$ cat src/rtl/abe_pkg.sv
// ----------------------------------------------------------------------------
// abe_pkg
// Types, codes and helpers shared by the add/branch execute block and its
// channel interfaces.
// ----------------------------------------------------------------------------
package abe_pkg;

	localparam int unsigned XLEN = 32;

	typedef enum logic [2:0] {
		OP_ADD = 3'd0,
		OP_ADC = 3'd1,
		OP_B   = 3'd2,
		OP_BL  = 3'd3,
		OP_BLX = 3'd4,
		OP_BX  = 3'd5
	} op_t;

	typedef enum logic [3:0] {
		CC_EQ = 4'd0,
		CC_NE = 4'd1,
		CC_HS = 4'd2,
		CC_LO = 4'd3,
		CC_MI = 4'd4,
		CC_PL = 4'd5,
		CC_VS = 4'd6,
		CC_VC = 4'd7,
		CC_HI = 4'd8,
		CC_LS = 4'd9,
		CC_GE = 4'd10,
		CC_LT = 4'd11,
		CC_GT = 4'd12,
		CC_LE = 4'd13,
		CC_AL = 4'd14
	} cond_t;

	// flag positions inside nzcv
	localparam int unsigned FLAG_N = 3;
	localparam int unsigned FLAG_Z = 2;
	localparam int unsigned FLAG_C = 1;
	localparam int unsigned FLAG_V = 0;

	localparam logic [XLEN-1:0] PC_OFS_ARM   = 32'd8;
	localparam logic [XLEN-1:0] PC_OFS_THUMB = 32'd4;

	typedef struct packed {
		logic [2:0]      operation;
		logic [3:0]      condition;
		logic            set_flags;
		logic [XLEN-1:0] operand_a;
		logic [XLEN-1:0] operand_b;
		logic            first_is_pc;
		logic            second_is_pc;
		logic            dest_is_pc;
		logic            target_is_immediate;
		logic [XLEN-1:0] inst_address;
		logic [2:0]      inst_size;
	} in_item_t;

	typedef struct packed {
		logic [XLEN-1:0] dest_value;
		logic            dest_write;
		logic [XLEN-1:0] link_value;
		logic            link_write;
		logic [XLEN-1:0] next_pc;
		logic            condition_passed;
		logic [3:0]      flags_out;
		logic            thumb_out;
	} out_item_t;

	function automatic logic cond_holds(input logic [3:0] c, input logic [3:0] f);
		logic n;
		logic z;
		logic cy;
		logic v;
		logic r;
		n  = f[FLAG_N];
		z  = f[FLAG_Z];
		cy = f[FLAG_C];
		v  = f[FLAG_V];
		case (c)
			CC_EQ:   r = z;
			CC_NE:   r = !z;
			CC_HS:   r = cy;
			CC_LO:   r = !cy;
			CC_MI:   r = n;
			CC_PL:   r = !n;
			CC_VS:   r = v;
			CC_VC:   r = !v;
			CC_HI:   r = cy && !z;
			CC_LS:   r = !cy || z;
			CC_GE:   r = (n == v);
			CC_LT:   r = (n != v);
			CC_GT:   r = !z && (n == v);
			CC_LE:   r = z || (n != v);
			default: r = 1'b1;
		endcase
		return r;
	endfunction

endpackage

$ cat src/rtl/abe_in_if.sv
// ----------------------------------------------------------------------------
// abe_in_if
// Valid/ready channel carrying one instruction to the execute block.
// ----------------------------------------------------------------------------
interface abe_in_if;
	logic              valid;
	logic              ready;
	abe_pkg::in_item_t data;

	modport source (output valid, output data, input ready);
	modport sink (input valid, input data, output ready);
endinterface

$ cat src/rtl/abe_out_if.sv
// ----------------------------------------------------------------------------
// abe_out_if
// Valid/ready channel carrying one execute result.
// ----------------------------------------------------------------------------
interface abe_out_if;
	logic               valid;
	logic               ready;
	abe_pkg::out_item_t data;

	modport source (output valid, output data, input ready);
	modport sink (input valid, input data, output ready);
endinterface

$ cat src/rtl/arm32_add_branch_execute.sv
// ----------------------------------------------------------------------------
// arm32_add_branch_execute
// Conditional ADD/ADC/B/BL/BLX/BX execute stage with NZCV flags and
// ARM/Thumb mode kept in the block.
// ----------------------------------------------------------------------------
//  channel  dir  payload     transfer
//  req      in   in_item_t   req.valid & req.ready
//  rsp      out  out_item_t  rsp.valid & rsp.ready
//
//  an instruction is held in the input register and is executed as it moves
//  to the result register; one instruction per cycle sustained while rsp is
//  not stalled. flags and mode update on that same move, so the next
//  instruction sees them. a stalled result holds both stages; req.ready is low
//  only while both registers are full and rsp is stalled. reset clears flags,
//  mode (ARM) and both valid bits.
module arm32_add_branch_execute (
	input  logic      clk,
	input  logic      arst_n,
	abe_in_if.sink    req,
	abe_out_if.source rsp
);

	logic                   valid_s1;
	abe_pkg::in_item_t      item_s1;
	logic                   valid_s2;
	abe_pkg::out_item_t     res_s2;
	logic [3:0]             nzcv_q;
	logic                   thumb_q;

	logic                   adv_s1;
	abe_pkg::out_item_t     res;
	logic [3:0]             nzcv_nxt;
	logic                   thumb_nxt;

	logic                   passed;
	logic [abe_pkg::XLEN-1:0] seq;
	logic [abe_pkg::XLEN-1:0] pcv;
	logic [abe_pkg::XLEN-1:0] x;
	logic [abe_pkg::XLEN-1:0] y;
	logic [abe_pkg::XLEN-1:0] sum;
	logic [abe_pkg::XLEN-1:0] dval;
	logic [abe_pkg::XLEN-1:0] t;
	logic                   is_adc;

	assign adv_s1    = valid_s1 && (!valid_s2 || rsp.ready);
	assign req.ready = !valid_s1 || adv_s1;
	assign rsp.valid = valid_s2;
	assign rsp.data  = res_s2;

	always_comb begin
		is_adc = (item_s1.operation == abe_pkg::OP_ADC);
		seq    = item_s1.inst_address + {{(abe_pkg::XLEN-3){1'b0}}, item_s1.inst_size};
		pcv    = item_s1.inst_address + (thumb_q ? abe_pkg::PC_OFS_THUMB : abe_pkg::PC_OFS_ARM);
		x      = (is_adc && item_s1.first_is_pc) ? pcv : item_s1.operand_a;
		y      = (is_adc && item_s1.second_is_pc) ? pcv : item_s1.operand_b;
		sum    = x + y + {{(abe_pkg::XLEN-1){1'b0}}, is_adc & nzcv_q[abe_pkg::FLAG_C]};
		dval   = (is_adc && item_s1.dest_is_pc) ? {sum[abe_pkg::XLEN-1:1], 1'b0} : sum;
		t      = x ^ y;
		passed = (item_s1.operation <= abe_pkg::OP_BX)
			&& abe_pkg::cond_holds(item_s1.condition, nzcv_q);
	end

	always_comb begin
		nzcv_nxt  = nzcv_q;
		thumb_nxt = thumb_q;
		res       = '0;
		res.next_pc          = seq;
		res.condition_passed = passed;
		if (passed) begin
			case (item_s1.operation)
				abe_pkg::OP_ADD, abe_pkg::OP_ADC: begin
					res.dest_value = dval;
					res.dest_write = 1'b1;
					if (is_adc && item_s1.dest_is_pc) begin
						thumb_nxt = sum[0];
					end
					if (item_s1.set_flags) begin
						nzcv_nxt[abe_pkg::FLAG_N] = dval[abe_pkg::XLEN-1];
						nzcv_nxt[abe_pkg::FLAG_Z] = (dval == '0);
						nzcv_nxt[abe_pkg::FLAG_C] = (x[abe_pkg::XLEN-1] & y[abe_pkg::XLEN-1])
							^ ((t[abe_pkg::XLEN-1] ^ dval[abe_pkg::XLEN-1]) & t[abe_pkg::XLEN-1]);
						nzcv_nxt[abe_pkg::FLAG_V] = (x[abe_pkg::XLEN-1] ^ ~y[abe_pkg::XLEN-1])
							& (x[abe_pkg::XLEN-1] ^ dval[abe_pkg::XLEN-1]);
					end else if (item_s1.dest_is_pc) begin
						res.next_pc = dval;
					end
				end
				abe_pkg::OP_B: begin
					res.next_pc = item_s1.operand_a;
				end
				abe_pkg::OP_BL: begin
					res.next_pc    = {item_s1.operand_a[abe_pkg::XLEN-1:1], 1'b0};
					res.link_value = seq | {{(abe_pkg::XLEN-1){1'b0}}, thumb_q};
					res.link_write = 1'b1;
				end
				abe_pkg::OP_BLX: begin
					res.next_pc    = {item_s1.operand_a[abe_pkg::XLEN-1:1], 1'b0};
					res.link_value = seq | {{(abe_pkg::XLEN-1){1'b0}}, thumb_q};
					res.link_write = 1'b1;
					// immediate form toggles, register form takes target bit 0
					thumb_nxt = item_s1.target_is_immediate ? !thumb_q : item_s1.operand_a[0];
				end
				abe_pkg::OP_BX: begin
					res.next_pc = {item_s1.operand_a[abe_pkg::XLEN-1:1], 1'b0};
					thumb_nxt   = item_s1.operand_a[0];
				end
				default: begin
					res.next_pc = seq;
				end
			endcase
		end
		res.flags_out = nzcv_nxt;
		res.thumb_out = thumb_nxt;
	end

	always_ff @(posedge clk or negedge arst_n) begin
		if (!arst_n) begin
			valid_s1 <= 1'b0;
			valid_s2 <= 1'b0;
			nzcv_q   <= '0;
			thumb_q  <= 1'b0;
		end else begin
			if (req.ready) begin
				valid_s1 <= req.valid;
			end
			if (adv_s1) begin
				valid_s2 <= 1'b1;
				nzcv_q   <= nzcv_nxt;
				thumb_q  <= thumb_nxt;
			end else if (rsp.ready) begin
				valid_s2 <= 1'b0;
			end
		end
	end

	always_ff @(posedge clk) begin
		if (req.valid && req.ready) begin
			item_s1 <= req.data;
		end
		if (adv_s1) begin
			res_s2 <= res;
		end
	end

endmodule
$ cat src/flat_wrapper.sv
// flat-port wrapper written by rule: the top's interface ports become plain ports
module arm32_add_branch_execute_flat 
  (clk, arst_n, req_valid, req_data, req_ready, rsp_valid, rsp_data, rsp_ready);
  abe_in_if req_i ();
  abe_out_if rsp_i ();
  input  logic clk;
  input  logic arst_n;
  input wire logic [$bits(req_i.valid)-1:0] req_valid;
  input wire logic [$bits(req_i.data)-1:0] req_data;
  output wire logic [$bits(req_i.ready)-1:0] req_ready;
  output wire logic [$bits(rsp_i.valid)-1:0] rsp_valid;
  output wire logic [$bits(rsp_i.data)-1:0] rsp_data;
  input wire logic [$bits(rsp_i.ready)-1:0] rsp_ready;
  assign req_i.valid = req_valid;
  assign req_i.data = req_data;
  assign req_ready = req_i.ready;
  assign rsp_valid = rsp_i.valid;
  assign rsp_data = rsp_i.data;
  assign rsp_i.ready = rsp_ready;
  arm32_add_branch_execute u_core (.clk(clk), .arst_n(arst_n), .req(req_i), .rsp(rsp_i));
endmodule
$ cat config.mk
export PLATFORM = sky130hd
export DESIGN_NAME = arm32_add_branch_execute_flat
export DESIGN_NICKNAME = d
export VERILOG_FILES = /design/src/rtl/abe_pkg.sv /design/src/rtl/abe_in_if.sv /design/src/rtl/abe_out_if.sv /design/src/rtl/arm32_add_branch_execute.sv /design/src/flat_wrapper.sv
export SDC_FILE = /design/constraint.sdc
export NUM_CORES = 1
export LEC_CHECK = 0
export BUFFER_PORTS_ARGS = -buffer_cell sky130_fd_sc_hd__buf_2
export CORE_AREA = 2 2 176 178
export CTS_CLUSTER_DIAMETER = 80
export CTS_CLUSTER_SIZE = 40
export DETAILED_ROUTE_END_ITERATION = 10
export DIE_AREA = 0 0 178 180
export PLACE_DENSITY = 0.66
export SLEW_MARGIN = 10
export SYNTH_ARGS = -nofsm -noshare
export SYNTH_HDL_FRONTEND = slang
export SYNTH_SLANG_ARGS = --single-unit
$ cat constraint.sdc
create_clock -name clk -period 5.4 [get_ports clk]
set_input_delay 0.54 -clock clk [delete_from_list [all_inputs] [get_ports clk]]
set_output_delay 0.54 -clock clk [all_outputs]
set_load 0.1 [all_outputs]
* Word level (Yosys, flattened, before mapping)
Cells that the tools add are included.
** Storage, ports and cells
- Register bits :: 222
- Input bits :: 115
- Output and inout bits :: 106
- Word-level logic and storage cells :: 107
** Operators by class
- Add/sub/neg operators :: 4
- $lt $le $gt $ge :: 1
- Equality and inequality tests :: 20
- Muxes and demuxes :: 20
- Bitwise operators :: 11
- Reductions and logical operators :: 28
** Operators with widths (number)
- 32-bit 2-to-1 mux :: 5
- 32-bit one-hot mux with 3 select lines :: 1
- 32-bit adder :: 2
- 32-bit by 1-bit adder with 32-bit output :: 1
- 32-bit by 3-bit adder with 32-bit output :: 1
- 32-bit logical NOT :: 1
- 32-bit by 1-bit OR with 32-bit output :: 1
- 32-bit bitwise XOR :: 1
- 4-bit equality test (second input constant) :: 6
- 4-bit by 3-bit equality test with 1-bit output (second input constant) :: 4
- 4-bit 2-to-1 mux :: 4
- 1-bit one-hot mux with 14 select lines :: 1
- 4-bit by 2-bit equality test with 1-bit output (second input constant) :: 2
- 1-bit logical AND :: 8
- 1-bit 2-to-1 mux :: 8
- 1-bit logical NOT :: 7
- 3-bit by 2-bit equality test with 1-bit output (second input constant) :: 2
- 3-bit equality test (second input constant) :: 2
- 1-bit bitwise AND :: 4
- 4-bit by 1-bit equality test with 1-bit output (second input constant) :: 1
- 4-bit logical NOT :: 1
- 1-bit logical OR :: 4
- 2-bit AND reduction :: 2
- 2-bit OR reduction :: 2
- 10 further kinds :: 13

* Depth between registers and ports, before layout
- Depth in word-level cells :: 11
- Mapped depth :: 28
- Gate-level depth less buffers :: 26

* Least setup slack after synthesis
No wires, ideal clock.
- Path kind :: register -> register
- From :: reg u_core.thumb_q
- To :: reg u_core.res_s2, in the netlist u_core.rsp.data[3] (data pin)
- Library setup time :: 0.145 ns
- Arrival time :: 5.358 ns
- Required time :: 5.255 ns
- Setup slack :: -0.102 ns
- Cell stages (with the launch flop) :: 28
- Buffers on the path :: 2
- Period minus slack after synthesis :: 5.502 ns
- Cell sequence :: dfrtp_1 ha_1 inv_1 fa_1 nor3_1 nand3_1 nor2_1 xnor2_1 o21ai_0 ha_1 clkbuf_1 and3_1 clkbuf_1 nand3_1 o211a_1 a31o_2 nor2_1 o21ai_0 a21oi_1 a211oi_1 fa_1 and4b_1 nand4_1 nor4_1 nand4_1 nor4_1 nand2_1 o21ai_1
** Between the ends
- Cells in the longest elaborated chain, start to end :: 9
- Elaborated cells between the ends (all ways) :: 10
- Classes of those cells :: add/sub (3); mux (6); reduce/logical (1)
** RTL lines
- start: declaration :: RTL line arm32_add_branch_execute.sv:28 : logic thumb_q;
- start signal: assignment :: RTL line arm32_add_branch_execute.sv:129 : thumb_q <= thumb_nxt;
- 4-bit 2-to-1 mux (*) :: RTL line arm32_add_branch_execute.sv:53 : pcv = item_s1.inst_address + (thumb_q ? abe_pkg::PC_OFS_THUMB : abe_pkg::PC_OFS_ARM);
- 32-bit adder (*) :: RTL line arm32_add_branch_execute.sv:53
- 32-bit 2-to-1 mux (on tied branches) :: RTL line arm32_add_branch_execute.sv:54, arm32_add_branch_execute.sv:55
- 32-bit adder (*) :: RTL line arm32_add_branch_execute.sv:56 : sum = x + y + {{(abe_pkg::XLEN-1){1'b0}}, is_adc & nzcv_q[abe_pkg::FLAG_C]};
- 32-bit by 1-bit adder with 32-bit output (*) :: RTL line arm32_add_branch_execute.sv:56
- 32-bit logical NOT (*) :: RTL line arm32_add_branch_execute.sv:79 : nzcv_nxt[abe_pkg::FLAG_Z] = (dval == '0);
- 4-bit 2-to-1 mux (*) :: RTL line arm32_add_branch_execute.sv:77 : if (item_s1.set_flags) begin
- 4-bit 2-to-1 mux (*) :: RTL line arm32_add_branch_execute.sv:70 : case (item_s1.operation)
- 4-bit 2-to-1 mux (*) :: RTL line arm32_add_branch_execute.sv:69 : if (passed) begin
- via u_core.nzcv_nxt[2] :: RTL line arm32_add_branch_execute.sv:32 : logic [3:0] nzcv_nxt;
- end signal: assignment :: RTL line arm32_add_branch_execute.sv:141 : res_s2 <= res;
- end: declaration :: RTL line arm32_add_branch_execute.sv:26 : abe_pkg::out_item_t res_s2;
Mark *: on every way through the listed nets, which the timed path passes. The rest lies on a longest branch.
A chain may end at the register's enable or synchronous reset.

* Final worst setup path
- From :: reg u_core.item_s1[5] (netlist name)
- To :: reg u_core.res_s2, in the netlist u_core.rsp.data[3] (data pin)
** Between the ends
- Cells in the longest elaborated chain, start to end :: 8
- Elaborated cells between the ends (all ways) :: 9
- Classes of those cells :: add/sub (3); mux (5); reduce/logical (1)
** RTL lines
- start: declaration :: RTL line arm32_add_branch_execute.sv:24 : abe_pkg::in_item_t item_s1;
- start signal: assignment :: RTL line arm32_add_branch_execute.sv:138 : item_s1 <= req.data;
- 32-bit adder (*) :: RTL line arm32_add_branch_execute.sv:53
- 32-bit 2-to-1 mux (on tied branches) :: RTL line arm32_add_branch_execute.sv:54, arm32_add_branch_execute.sv:55
- 32-bit adder (*) :: RTL line arm32_add_branch_execute.sv:56
- 32-bit by 1-bit adder with 32-bit output (*) :: RTL line arm32_add_branch_execute.sv:56
- 32-bit logical NOT (*) :: RTL line arm32_add_branch_execute.sv:79
- 4-bit 2-to-1 mux (*) :: RTL line arm32_add_branch_execute.sv:77
- 4-bit 2-to-1 mux (*) :: RTL line arm32_add_branch_execute.sv:70
- 4-bit 2-to-1 mux (*) :: RTL line arm32_add_branch_execute.sv:69
- via u_core.nzcv_nxt[2] :: RTL line arm32_add_branch_execute.sv:32
Marks and branches as above.

==> results.sh <==
export IMPL_status="complete, no violations"
export IMPL_leakage_nw=5.73
export IMPL_cts_buffers=12
export IMPL_finalCriticalPeriod_ps=5270
export IMPL_port_buffers=220
export IMPL_syn_num_nets=1263
export IMPL_combPwrFrac_pct=37.8
export IMPL_intPower_w=0.00307
export IMPL_synth_cells=1107
export IMPL_crit_fanout=3
export IMPL_row_count=64
export IMPL_synth_cell_area_um2=11900
export IMPL_synth_seq_cells=222
export IMPL_antenna_left=0
export IMPL_die_w_um=178
export IMPL_via_count=9657
export IMPL_dieArea_um2=32000
export IMPL_fin_tns_setup_ps=0
export IMPL_syn_area_per_cell_um2=10.7
export IMPL_async_reset_ff_share_pct=3.15
export IMPL_ir_drop_uv=296
export IMPL_core_um2=30200
export IMPL_hold_path_class="in -> reg"
export IMPL_cp_required_ps=5750
export IMPL_finalNetCount=1533
export IMPL_finalWeightedCongestion=0.908
export IMPL_start_kind="register"
export IMPL_synth_top_area_share_pct=54.5
export IMPL_drive_gt1_share_pct=27.4
export IMPL_cts_tree="yes"
export IMPL_period_share_pct=97.6
export IMPL_power_frac_seq_pct=42.3
export IMPL_synth_warnings=0
export IMPL_clkSlewWorstSetupHoldPaths_ps=110
export IMPL_drc=0
export IMPL_track_usage_pct=21.2
export IMPL_relSlewSlack_pct=21.8
export IMPL_p_per_area_nw_per_um2=358
export IMPL_die_h_um=180
export IMPL_cts_buffer_depth=3
export IMPL_p_switching_w=0.00210
export IMPL_end_kind="register"
export IMPL_boundaryPins=221
export IMPL_path_class="reg -> reg"
export IMPL_fillers=2801
export IMPL_finalHoldViolations=0
export IMPL_dr_first_iter_drc_count=841
export IMPL_maxCapViolCount=0
export IMPL_rsz0062_at_grt="yes"
export IMPL_yosysSeqAreaShare_pct=56.0
export IMPL_n_antenna_cell=0
export IMPL_worstSkewPairLatency_ps=500
export IMPL_drt_pass1_iter_count=5
export IMPL_setup_viol=0
export IMPL_wire_per_inst_um=19.7
export IMPL_grt_max_degree=62
export IMPL_fmax_ghz=0.190
export IMPL_synth_largest_area_cell="edfxtp_1"
export IMPL_report_final_slew_viol_count=0
export IMPL_cts_root_buf="clkbuf_16"
export IMPL_hpwlAfterDp_um=26700
export IMPL_switching_share_pct=40.6
export IMPL_area_growth_synth_to_final_pct=21.8
export IMPL_htree_num_levels=1
export IMPL_synth_top_cells_by_area="edfxtp_1 (54%), nand2_1 (4.6%), nor2_1 (4.1%), ha_1 (3.8%), xnor2_1 (3.7%)"
export IMPL_tightest_slew_ps=1170
export IMPL_placedCellCount=1751
export IMPL_synth_edff_count=215
export IMPL_final_cells=1779
export IMPL_finClkSkew_ps=22.7
export IMPL_grt_first_pass_wirelength_um=52400
export IMPL_clock_sinks=222
export IMPL_wl_um=35100
export IMPL_grt_pass1_vias=9349
export IMPL_ys_types=75
export IMPL_yosys_most_used_dff="edfxtp_1"
export IMPL_viasPerCell=5.43
export IMPL_overflow=0
export IMPL_start_util_pct=39.3
export IMPL_antenna_found_initial=0
export IMPL_p_clk_share_pct=19.8
export IMPL_crit_arrival_ps=5610
## power by group through the flow
stage                     logic (W)  clock network, W  registers, W
after floorplan            0.000699                 0       0.00290
final                       0.00196           0.00103       0.00219
after detailed placement    0.00191                 0       0.00223
after global placement      0.00191                 0       0.00223
after CTS                   0.00193           0.00106       0.00219
after global routing        0.00207           0.00110       0.00221
## path summary, 6_finish.rpt
path                                      end  cells after the start              start  slack [ps]
hold / removal             u_core.item_s1[58]                      1       req_data[58]         210
setup / recovery           u_core.rsp.data[3]                     27  u_core.item_s1[5]         130
max in group asynchronous      u_core.thumb_q                      2             arst_n        4760
hold reg to reg              u_core.rsp.valid                      1    u_core.valid_s1         520
setup reg to reg           u_core.rsp.data[3]                     27  u_core.item_s1[5]         130
min in group asynchronous    u_core.rsp.valid                      2             arst_n         430
## repair_timing
item,CTS,global route
gates cloned,0,0
hold endpoints to repair,7,0
pin swaps,4,21
gates resized for setup,5,27
setup endpoints to repair,2,3
hold buffers,1,0
buffers inserted,1,6
## placed cells by master, fill, tap and decap left out, drive strengths merged, types with 8 or more instances in the layout
master,count
a21o,8
a21oi,58
a22oi,8
and2,10
and3,15
buf,310
clkbuf,16
edfxtp,215
ha,36
inv,26
nand2,146
nand3,28
nand4,19
nor2,130
nor3,20
o21a,8
o21ai,90
o22ai,33
xnor2,50
xor2,27
## metrics by stage
| stage | hold slack, ps | power (W) | setup WS, ps | area (um^2) | utilization [%] |
|---|---|---|---|---|---|
| finish | 205 | 0.00517 | 131 | 14400 | 47.8 |
| CTS | 187 | 0.00517 | 41.3 | 14300 | 47.4 |
| floorplan | 244 | 0.00360 | 13.5 | 11900 | - |
| global placement | 425 | 0.00413 | -20.0 | 13900 | 46.1 |
| detailed placement | 428 | 0.00414 | -207 | 13900 | 46.1 |
| global route | 195 | 0.00538 | -222 | 14400 | 47.8 |
## Yosys cell counts, types with 3 or more instances
cell	n
nand3b_1	4
a221oi_1	3
o21a_1	8
or2_2	3
xnor2_1	50
inv_1	23
o21ai_0	87
dfrtp_1	7
nor3_1	20
and3b_1	4
and4_1	5
a31oi_1	6
nor2_1	129
o31ai_1	7
a22oi_1	8
xor2_1	26
nand2_1	146
a21boi_0	5
nand3_1	27
nand4_1	18
a211oi_1	6
and3_1	15
o211ai_1	4
a21o_1	8
buf_2	3
nand2b_1	7
edfxtp_1	215
clkbuf_1	50
a2bb2oi_1	3
ha_1	36
a21oi_1	58
nor4_1	5
or3_1	6
and2_1	10
or4_1	3
fa_1	5
o22ai_1	33
o21bai_1	5
## cell type report
type | count | area (um^2) | area share (%)
Sequential cell | 222 | 6630 | 45.9
Tap cell | 396 | 495 | 3.43
Multi-Input combinational cell | 807 | 5040 | 34.9
Clock inverter | 4 | 43.8 | 0.303
Inverter | 23 | 88.8 | 0.615
Timing Repair Buffer | 311 | 1800 | 12.5
Clock buffer | 16 | 337 | 2.33
## state kept, by name, summed over array words and instances (netlist names)
name              flops
u_core.item_s1      111
u_core.nzcv_q         4
u_core.rsp.data     104
u_core.rsp.valid      1
u_core.thumb_q        1
u_core.valid_s1       1
## per-layer routing
metal	up-vias	GRT usage, %	wire length, um
li1	4624	-	-
met1	4618	30.8	16000
met2	365	33.3	15800
met3	50	2.45	2170
met4	0	6.56	1100
met5	-	0	0
## critical path: stages (launching register included)
cell and delay [ps]:
edfxtp_1 370, ha_2 190, inv_2 40, fa_2 410
nor3_2 110, buf_4 160, and3_4 190, nand4_1 220
nor2_1 200, xnor2_1 150, o21ai_0 110, ha_1 310
a21o_1 140, a21boi_1 100, a21o_1 180, a31o_4 220
nor2_4 80, o21ai_2 60, a21oi_2 140, a211oi_2 70
fa_1 540, and4b_1 210, nand4_1 100, nor4_2 170
nand4_1 140, nor4_2 240, nand2_1 100, o21ai_1 160
## logic make-up (layout without fill, tap and decap cells)
logic type / Yosys count / count (layout) / share of synthesized area (%)
AOI/OAI and AO/OA: 273 / 273 / 14.5
xor gates and xnor gates: 77 / 77 / 5.75
muxes: 5 / 5 / 0.549
and+or+nand+nor: 411 / 411 / 16.1
DFF: 222 / 222 / 56.0
buffers and inverters: 78 / 354 / 2.54
adders and majority gates: 41 / 41 / 4.65
No activity file was read; power rests on OpenSTA's default activity.
